File: src/design/sbph_pkg.sv
// Shared constants and types for the seeded bit-permutation hash unit.
// No dependencies; the interfaces and the top level import this package.

package sbph_pkg;

    localparam int BYTE_W = 8;
    localparam int WORD_W = 32;
    localparam int RES_W = 5;
    localparam int RES_COUNT = 1 << RES_W;

    // Bytes in one seed packet; any value from 21 to 31 is supported.
    localparam int PACKET_BYTES = 31;
    localparam logic [RES_W-1:0] LAST_POS = RES_W'(PACKET_BYTES - 1);

    // Residue store: two banks of one entry per packet position.
    localparam int RES_DEPTH = 2 * RES_COUNT;

    localparam logic [WORD_W-1:0] SELECT_MASK = 32'h0011_707E;
    localparam logic [WORD_W-1:0] WORK_START = 32'h0012_3456;
    localparam logic [WORD_W-1:0] PRODUCT_START = 32'h8175_0E16;

    localparam logic [BYTE_W-1:0] INIT_TABLE [RES_COUNT] = '{
        8'h11, 8'h9F, 8'h30, 8'h01, 8'h82, 8'hE7, 8'hE3, 8'h89,
        8'h38, 8'hF4, 8'h55, 8'hA4, 8'hE5, 8'h6D, 8'hE8, 8'h37,
        8'h7A, 8'hCB, 8'h79, 8'hBE, 8'h7B, 8'h56, 8'h8A, 8'hCC,
        8'hFC, 8'h52, 8'h9D, 8'hE6, 8'h4E, 8'h73, 8'hEF, 8'h00
    };

    typedef logic [RES_W-1:0] residue_t;
    typedef logic [WORD_W-1:0] word_t;

    // Control carried from the residue stage to the permutation stage.
    typedef struct packed {
        logic     valid;
        logic     first;
        logic     last;
        logic     sel;
        logic     from_table;
        residue_t pos;
        residue_t res;
    } perm_ctrl_t;

endpackage

File: src/design/sbph_byte_if.sv
// Channel interface carrying one seed byte per transfer.
// Depends on sbph_pkg.

interface sbph_byte_if
    import sbph_pkg::*;
();
    logic              valid;
    logic              ready;
    logic [BYTE_W-1:0] source_byte;

    modport source (output valid, output source_byte, input ready);
    modport sink (input valid, input source_byte, output ready);
endinterface

File: src/design/sbph_word_if.sv
// Channel interface carrying one 32-bit product word per transfer.
// Depends on sbph_pkg.

interface sbph_word_if
    import sbph_pkg::*;
();
    logic              valid;
    logic              ready;
    logic [WORD_W-1:0] product_word;

    modport source (output valid, output product_word, input ready);
    modport sink (input valid, input product_word, output ready);
endinterface

File: src/design/sbph_ram.sv
// Generic single-clock RAM: one write port, one read port with registered read data.
// No dependencies.

module sbph_ram #(
    parameter int WIDTH = 8,
    parameter int DEPTH = 32
) (
    input  logic                     clk,
    input  logic                     we,
    input  logic [$clog2(DEPTH)-1:0] waddr,
    input  logic [WIDTH-1:0]         wdata,
    input  logic                     re,
    input  logic [$clog2(DEPTH)-1:0] raddr,
    output logic [WIDTH-1:0]         rdata
);

    logic [WIDTH-1:0] mem [DEPTH];

    always_ff @(posedge clk)
    begin
        if (we)
        begin
            mem[waddr] <= wdata;
        end
        if (re)
        begin
            rdata <= mem[raddr];
        end
    end

endmodule

File: src/design/seeded_bit_permutation_hash_unit.sv
// Top level of the seeded bit-permutation hash unit.
// Accepts one seed byte per cycle while not stalled and returns one product word per packet.
// The last byte of a packet passes the permutation stage register, then the output register.
// Throughput: one byte per cycle while not stalled; the free-residue search is a single
// cyclic priority encode on the used mask and the residue store is a two-bank RAM with one
// read port. Reset: control clears at once; the first packet takes its old residues from a
// constant table, so the residue RAM needs no clearing pass.

module seeded_bit_permutation_hash_unit
    import sbph_pkg::*;
(
    input  logic               clk,
    input  logic               rst_n,
    sbph_byte_if.sink          seed,
    sbph_word_if.source        result
);

    // Residue stage state.
    residue_t            pos_reg;
    residue_t            pos_next;
    logic [WORD_W-1:0]   used_mask_reg;
    logic [WORD_W-1:0]   used_mask_next;
    logic                bank_reg;
    logic                bank_next;
    logic                table_mode_reg;
    logic                table_mode_next;

    // Permutation stage state.
    perm_ctrl_t          s1_reg;
    perm_ctrl_t          s1_next;
    word_t               work_reg;
    word_t               work_next;
    word_t               product_reg;
    word_t               product_next;
    logic                out_valid_reg;
    logic                out_valid_next;
    word_t               out_data_reg;
    word_t               out_data_next;

    logic                accept;
    logic                stall;
    logic                s1_fire;
    logic                is_first;
    logic                is_last;
    residue_t            start_res;
    residue_t            res;
    logic [WORD_W-1:0]   avail;
    logic [2*WORD_W-1:0] avail_dbl;
    logic [WORD_W-1:0]   rot;
    residue_t            offset;
    logic                found;
    residue_t            old_res;
    residue_t            ram_rdata;
    logic [$clog2(RES_DEPTH)-1:0] ram_waddr;
    logic [$clog2(RES_DEPTH)-1:0] ram_raddr;

    // The permutation stage holds only when it has a product and the output is still full.
    assign stall = s1_reg.valid && s1_reg.last && out_valid_reg && !result.ready;
    assign s1_fire = s1_reg.valid && !stall;
    assign seed.ready = !stall;
    assign accept = seed.valid && seed.ready;

    assign is_first = (pos_reg == '0);
    assign is_last = (pos_reg == LAST_POS);
    assign start_res = seed.source_byte[RES_W-1:0];

    // First free nonzero residue, cyclic from the start value; a first byte keeps the start.
    always_comb
    begin
        avail = ~used_mask_reg & ~WORD_W'(1);
        avail_dbl = {avail, avail} >> start_res;
        rot = avail_dbl[WORD_W-1:0];
        found = 1'b0;
        offset = '0;
        for (int i = WORD_W - 1; i >= 0; i--)
        begin
            if (rot[i])
            begin
                found = 1'b1;
                offset = RES_W'(i);
            end
        end
        if (is_first || !found)
        begin
            res = start_res;
        end
        else
        begin
            res = start_res + offset;
        end
    end

    // The bank in use holds the previous packet's residues; the other one takes this packet's.
    assign ram_waddr = {~bank_reg, pos_reg};
    assign ram_raddr = {bank_reg, pos_reg};

    sbph_ram #(
        .WIDTH (RES_W),
        .DEPTH (RES_DEPTH)
    ) u_residue_ram (
        .clk   (clk),
        .we    (accept),
        .waddr (ram_waddr),
        .wdata (res),
        .re    (accept),
        .raddr (ram_raddr),
        .rdata (ram_rdata)
    );

    always_comb
    begin
        pos_next = pos_reg;
        used_mask_next = used_mask_reg;
        bank_next = bank_reg;
        table_mode_next = table_mode_reg;
        if (accept)
        begin
            used_mask_next = (is_first ? '0 : used_mask_reg) | (WORD_W'(1) << res);
            if (is_last)
            begin
                pos_next = '0;
                bank_next = ~bank_reg;
                table_mode_next = 1'b0;
            end
            else
            begin
                pos_next = pos_reg + RES_W'(1);
            end
        end
    end

    always_comb
    begin
        s1_next = s1_reg;
        if (accept)
        begin
            s1_next.valid = 1'b1;
            s1_next.first = is_first;
            s1_next.last = is_last;
            s1_next.sel = SELECT_MASK[pos_reg];
            s1_next.from_table = table_mode_reg;
            s1_next.pos = pos_reg;
            s1_next.res = res;
        end
        else if (!stall)
        begin
            s1_next.valid = 1'b0;
        end
    end

    // Where selected, copy one bit of the previous product into the new residue's position.
    always_comb
    begin
        old_res = s1_reg.from_table ? INIT_TABLE[s1_reg.pos][RES_W-1:0] : ram_rdata;
        work_next = work_reg;
        product_next = product_reg;
        out_valid_next = out_valid_reg && !result.ready;
        out_data_next = out_data_reg;
        if (s1_fire)
        begin
            work_next = s1_reg.first ? WORK_START : work_reg;
            if (s1_reg.sel)
            begin
                work_next[s1_reg.res] = product_reg[old_res];
            end
            if (s1_reg.last)
            begin
                product_next = work_next;
                out_valid_next = 1'b1;
                out_data_next = work_next;
            end
        end
    end

    always_ff @(posedge clk or negedge rst_n)
    begin
        if (!rst_n)
        begin
            pos_reg <= '0;
            used_mask_reg <= '0;
            bank_reg <= 1'b0;
            table_mode_reg <= 1'b1;
            s1_reg <= '0;
            work_reg <= WORK_START;
            product_reg <= PRODUCT_START;
            out_valid_reg <= 1'b0;
        end
        else
        begin
            pos_reg <= pos_next;
            used_mask_reg <= used_mask_next;
            bank_reg <= bank_next;
            table_mode_reg <= table_mode_next;
            s1_reg <= s1_next;
            work_reg <= work_next;
            product_reg <= product_next;
            out_valid_reg <= out_valid_next;
        end
    end

    always_ff @(posedge clk)
    begin
        out_data_reg <= out_data_next;
    end

    assign result.valid = out_valid_reg;
    assign result.product_word = out_data_reg;

    // A packet's last byte leaving the permutation stage always fills the output register.
    a_last_fills_output: assert property (@(posedge clk) disable iff (!rst_n)
        (s1_reg.valid && s1_reg.last && !stall) |=> out_valid_reg)
        else $error("product of a finished packet was not presented");

    // The first byte of a packet leaves exactly one residue marked as used.
    a_first_byte_mask: assert property (@(posedge clk) disable iff (!rst_n)
        (accept && is_first) |=> $onehot(used_mask_reg))
        else $error("used mask not restarted on the first byte");

    // Every byte after the first gets a nonzero residue.
    a_later_residue_nonzero: assert property (@(posedge clk) disable iff (!rst_n)
        (s1_reg.valid && !s1_reg.first) |-> (s1_reg.res != '0))
        else $error("zero residue given to a later byte");

    // No new byte is taken while the permutation stage is held.
    a_no_accept_in_stall: assert property (@(posedge clk) disable iff (!rst_n)
        stall |=> $stable(s1_reg))
        else $error("permutation stage changed while held");

endmodule
File: src/flat_wrapper.sv
// flat-port wrapper written by rule: the top's interface ports become plain ports
module seeded_bit_permutation_hash_unit_flat import sbph_pkg::*;
  (clk, rst_n, seed_valid, seed_source_byte, seed_ready, result_valid, result_product_word, result_ready);
  sbph_byte_if seed_i ();
  sbph_word_if result_i ();
  input  logic clk;
  input  logic rst_n;
  input wire logic [$bits(seed_i.valid)-1:0] seed_valid;
  input wire logic [$bits(seed_i.source_byte)-1:0] seed_source_byte;
  output wire logic [$bits(seed_i.ready)-1:0] seed_ready;
  output wire logic [$bits(result_i.valid)-1:0] result_valid;
  output wire logic [$bits(result_i.product_word)-1:0] result_product_word;
  input wire logic [$bits(result_i.ready)-1:0] result_ready;
  assign seed_i.valid = seed_valid;
  assign seed_i.source_byte = seed_source_byte;
  assign seed_ready = seed_i.ready;
  assign result_valid = result_i.valid;
  assign result_product_word = result_i.product_word;
  assign result_i.ready = result_ready;
  seeded_bit_permutation_hash_unit u_core (.clk(clk), .rst_n(rst_n), .seed(seed_i), .result(result_i));
endmodule
File: config.mk
export PLATFORM = sky130hd
export DESIGN_NAME = seeded_bit_permutation_hash_unit_flat
export DESIGN_NICKNAME = d
export VERILOG_FILES = /design/src/design/sbph_pkg.sv /design/src/design/sbph_byte_if.sv /design/src/design/sbph_word_if.sv /design/src/design/sbph_ram.sv /design/src/design/seeded_bit_permutation_hash_unit.sv /design/src/flat_wrapper.sv
export SDC_FILE = /design/constraint.sdc
export NUM_CORES = 1
export LEC_CHECK = 0
export BUFFER_PORTS_ARGS = -buffer_cell sky130_fd_sc_hd__buf_4
export CAP_MARGIN = 20
export CORE_ASPECT_RATIO = 2
export CORE_MARGIN = 2
export CORE_UTILIZATION = 30
export DETAILED_ROUTE_END_ITERATION = 10
export PLACE_DENSITY = 0.51
export SLEW_MARGIN = 10
export SYNTH_ARGS = -nofsm -noshare
export SYNTH_HDL_FRONTEND = slang
export SYNTH_HIERARCHICAL = 1
export SYNTH_SLANG_ARGS = --single-unit
export TNS_END_PERCENT = 20
File: constraint.sdc
create_clock -name clk -period 7.2 [get_ports clk]
set_clock_uncertainty 0.05 [all_clocks]
set_input_delay 0.72 -clock clk [delete_from_list [all_inputs] [get_ports clk]]
set_output_delay 0.72 -clock clk [all_outputs]
set_load 0.03 [all_outputs]
After elaboration in Yosys (flattened, before gate mapping) --
Memories as Yosys holds them, arrays and structs flattened. A register that Yosys moved wholly into a read port is not among the register bits. Index checks and enable logic that the tools add are counted.
Storage, ports and cells: memory bits (writable) 320, bits of input ports 12, output and inout bits 34, flip-flop bits (word level) 150, memories kept 3, word-level logic and storage cells 129, bits in read-only memories 288
Operators by class: $lt $le $gt $ge 4, equal/unequal tests 2, mux-type cells 83, reduce and logical (&&, ||, !) cells 15, bitwise gates (word level) 4, shifts and indexed selects 2, $add $sub $neg 2
Memories:
- u_core.u_residue_ram.mem | depth 64, width 5, read ports 1, clocked after Yosys merged registers in 1, wr ports 1, line sbph_ram.sv:17 | logic [WIDTH-1:0] mem [DEPTH];
- (no name shown) | depth 32, width 8, read ports 1, clocked after Yosys merged registers in 0, wr ports 0, line seeded_bit_permutation_hash_unit.sv:154 | old_res = s1_reg.from_table ? INIT_TABLE[s1_reg.pos][RES_W-1:0] : ram_rdata;
- (no name shown) | depth 32, width 1, read ports 1, clocked after Yosys merged registers in 1, wr ports 0, line seeded_bit_permutation_hash_unit.sv:140 | s1_next.sel = SELECT_MASK[pos_reg];
Operators by type and width (count):
- $mux 5 | 37
- $mux 32 | 3
- $shr 64x5->32 | 1
- $mux 1 | 40
- $bwmux 32 | 1
- $not 32->32 | 1
- $or 32x32->32 | 1
- $shl 1x5->32 const A | 1
- $lt 5x6->1 const B | 2
- $logic_and 1x1->1 | 7
- $ge 6x6->1 const B | 1
- $not 5->6 | 1
- $add 5x1->5 const B | 1
- $add 5x5->5 | 1
- $bmux 1 s5 | 1
- $demux 1 s5 | 1
- $eq 5x5->1 const B | 1
- $ge 5x1->1 const B | 1
- $logic_not 5->1 | 1
- $logic_not 1->1 | 4
- $reduce_and 2->1 | 2
- $ne 2x1->1 const B | 1
- $logic_or 1x1->1 | 1
- $not 1->1 | 1

Logic depth before layout (Yosys ltp) --
word-level depth 39, mapped depth 28, gate-level depth less buffers 22

Modules after synthesis --
Netlist, hierarchy kept.
By module, submodules not included:
- sbph_ram | cells each 610, seq. area each 9759.4 um2, area an instance 12818.5 um2, times used 1
- seeded_bit_permutation_hash_unit | cells each 1223, seq. area each 3942.5 um2, area an instance 11168.2 um2, times used 1

Worst setup path after synthesis --
Ideal clock, no wire load.
kind input port to flip-flop, from input port seed_source_byte[2], to memory u_core/u_residue_ram/mem[0][1] (netlist bit) (data pin), required time 6.581 ns, stages on the path 17, slack 0.548 ns, buffers on the path 5, library setup time 0.569 ns, arrival 6.033 ns, cells stage by stage buf_6 -> buf_6 -> buf_6 -> buf_4 -> clkbuf_1 -> mux4_2 -> nand2_1 -> nand2_1 -> mux4_2 -> a211o_1 -> a21oi_1 -> a21oi_1 -> o21ai_0 -> ha_1 -> inv_1 -> fa_1 -> mux2i_1
Between the ends: longest elaborated chain between the ends 36, elaborated cells on any way between the ends 69, those cells by class add/sub (1); shift (1); mux (65); reduce/logical (2)
Ends and longest elaborated chain:
- start, declared | line flat_wrapper.sv:9 | input wire logic [$bits(seed_i.source_byte)-1:0] seed_source_byte;
- $shr 64x5->32 (*) | line seeded_bit_permutation_hash_unit.sv:71 | avail_dbl = {avail, avail} >> start_res;
- branches (longest 34 deep; another with $mux 5)
- $mux 5 (*) | line seeded_bit_permutation_hash_unit.sv:83 | if (is_first || !found)
- net u_core.res[1] | line seeded_bit_permutation_hash_unit.sv:46 | residue_t res;
- end, declared | line sbph_ram.sv:17
Mark *: on every way through the listed nets, which the timed path passes.

Final worst setup path --
from input port seed_source_byte[2], to register u_core.used_mask_reg[30]
Between the ends: longest elaborated chain between the ends 38, elaborated cells on any way between the ends 71, those cells by class add/sub (1); shift (2); mux (65); bitwise (1); reduce/logical (2)
Ends and longest elaborated chain:
- branches (longest 35 deep; another with $shr 64x5->32)
- $mux 5 (*) | line seeded_bit_permutation_hash_unit.sv:83
- net u_core.res[3] | line seeded_bit_permutation_hash_unit.sv:46
- $shl 1x5->32 (*) | line seeded_bit_permutation_hash_unit.sv:118 | used_mask_next = (is_first ? '0 : used_mask_reg) | (WORD_W'(1) << res);
- $or 32x32->32 (*) | line seeded_bit_permutation_hash_unit.sv:118
- end signal, assigned | line seeded_bit_permutation_hash_unit.sv:191 | used_mask_reg <= used_mask_next;
- end, declared | line seeded_bit_permutation_hash_unit.sv:21 | logic [WORD_W-1:0] used_mask_reg;
Marked as above. A chain may end at the register's enable or synchronous reset.

==> metrics <==
initial antenna violation count=0; Nets=1851; CTS tree=built; Ports=46; Distinct cells, synth=93; top cells by area, synth=edfxtp_1, mux4_2, dfrtp_1; vias per cell=5.36; critical path class=in -> reg; CP startpoint kind=input pin; # Post-CTS Setup Buffers=0; post_cts resized=0; max reg flops=320; fmax=~160 MHz; filler cell count=7789; H-tree depth=2; cell area after layout=about 27000 um2; largest net degree at the start of global routing=86; first-pass GRT wire length=99.2 mm; RD Place Congestion=0.889; WL per Instance=22.4 um; synth warn=6; Post-synth EDFFs=~360; top_reg_cell synth=edfxtp_1; area share of the leading cell type in the synthesized netlist=44.7%; RSZ-0062 raised after global routing=no; async set-reset flop share out of synthesis=24.8%; worst vdd ir=approximately 300 uV; Mapped Area=24000 um2; fraction of layout cells with a size suffix above 1=19.1%; cts bufs inserted=41; grt ovf=0; Max Cap Viol=0; syn_area_per_cell=around 13 um2; pre-CTS setup slack=0.590 ns; worst path required time=7.61 ns; drt pass-1 iters=7; Crit path arrival time=between 6 and 7 ns; total power=9.70 mW; Synth area leader=edfxtp_1; Port Buffer Count=42; final worst setup slack=0.983 ns; Crit. End Element=flip-flop; all-layer global routing usage=15.8%; Core Rows=146; clk buf depth=3; Final Critical Period=6.22 ns; Final Hold Vio Count=0; final setup violation count=0; Top reg by flops=u_core/u_residue_ram/mem; post-synthesis net count=1861; Seq cells post-synth=475; most instantiated cells after synthesis=edfxtp_1, nand2_1, nor2_1; slew margin rel.=between 30% and 40%; setup TNS=0 ns; # hold bufs at CTS=0; Final period util=86.3%; Worst-Margin Slew=~1.0 ns; clk_lat worst skew=~0.58 ns; Ant. Diodes=0; most common cell in the netlist=edfxtp_1; CP max FO=between 50 and 60; dpl hpwl=45.2 mm; DRC viols=0; max-slew violation count=0; post-synthesis sequential area ratio=57.1%; Worst R2R Path Depth=17; # clock sinks=475; total wire length=~65 mm; Die X=204 um; post-layout util=33.7%; worst min path class=in -> async; synthesized instance count=1833; power density cells=364 nW/um2; Die Ht=404 um; synth-to-layout area growth=11.2%; number of global-route vias before repair=15974; status=finished clean; vias post-DR=15498; CTS root buf=clkbuf_16; final cell count without fillers=2890; ANT nets after route=0; P_leak=8.82 nW; Initial Utilization=between 30% and 40%; area of placed instances=25300 um2; Hold WS=0.108 ns; dpl cells=2815; Reg clk slew, reported paths=approximately 0.070 ns; Core Box Area=79300 um2; DRT iter0 DRCs=1071; die area=between 80000 and 90000 um2
## cells by family (layout without fill, tap and decap cells)
kind of cell | count (synthesis) | count (layout) | share of synthesized area (%)
AO/OA/AOI/OAI | 406 | 406 | 11.1
XOR/XNOR | 4 | 4 | 0.224
adder cells (fa/ha/maj) | 16 | 16 | 0.866
buffers and inverters | 164 | 185 | 3.53
flip-flops | 475 | 475 | 57.1
multiplexers | 216 | 216 | 16.1
AND/OR/NAND/NOR | 552 | 552 | 11.1
## metal layers
layer	part of all wire, %	track usage [%]
met5	0	0
met4	6.7	9.81
met3	2.9	1.32
met2	56	30.4
met1	34	16.3
## final timing paths
check                      slack (ns)                       end                      from
hold reg to reg                  0.42       u_core/work_reg[12]       u_core/work_reg[12]
min in group clk                 0.30         u_core/s1_reg[14]                seed_valid
setup / recovery                 0.98  u_core/used_mask_reg[30]       seed_source_byte[2]
hold / removal                   0.11     u_core/product_reg[6]                     rst_n
max in group asynchronous        5.48         u_core/pos_reg[1]                     rst_n
setup reg to reg                 1.28  u_core/used_mask_reg[30]  u_core/used_mask_reg[30]
## cells in the final DEF (no fill, tap or decap), drive strengths merged, types with 11 or more instances in the layout
master and instances:
a211oi 16, a21oi 74, a22oi 11, a31oi 31
buf 82, clkbuf 50, clkinv 19, dfrtp 95
dfstp 23, edfxtp 357, ha 15, inv 28
mux2 36, mux2i 53, mux4 127, nand2 174
nand2b 32, nand3 31, nand3b 21, nor2 161
nor2b 14, nor3 34, nor4b 11, o21ai 119
o22ai 16, o31ai 56, or4 11
## power breakdown
group	internal, mW	switching [mW]	leakage, nW	total [mW]
clock	1.27	1.04	0.675	2.31
combinational	1.24	2.15	3.44	3.39
sequential	3.59	0.402	4.70	3.99
total	6.11	3.59	8.82	9.70
## worst max-delay path, cell delays in order
cell and delay, ns:
buf_4 0.55, mux2i_1 0.41, and2_1 0.28, o21ai_0 0.80
nand2_1 0.19, a21oi_1 0.27, nand2_1 0.11, a211oi_1 0.31
o22ai_1 0.16, a221oi_1 0.37, a311o_1 0.19, ha_1 0.23
a21o_1 0.18, a21oi_1 0.16, xor2_1 0.12, mux2i_4 0.71
nand2_2 0.45, o31ai_1 0.36
## final cells by class
cell class	count	area, um2	area share [%]
Sequential cell	475	13700	51.4
Multi-Input combinational cell	1194	9490	35.6
Tap cell	1036	1300	4.86
Clock buffer	50	1090	4.08
Timing Repair Buffer	82	677	2.54
Clock inverter	24	302	1.13
Inverter	29	109	0.408
Power figures use the tool's default switching activity.
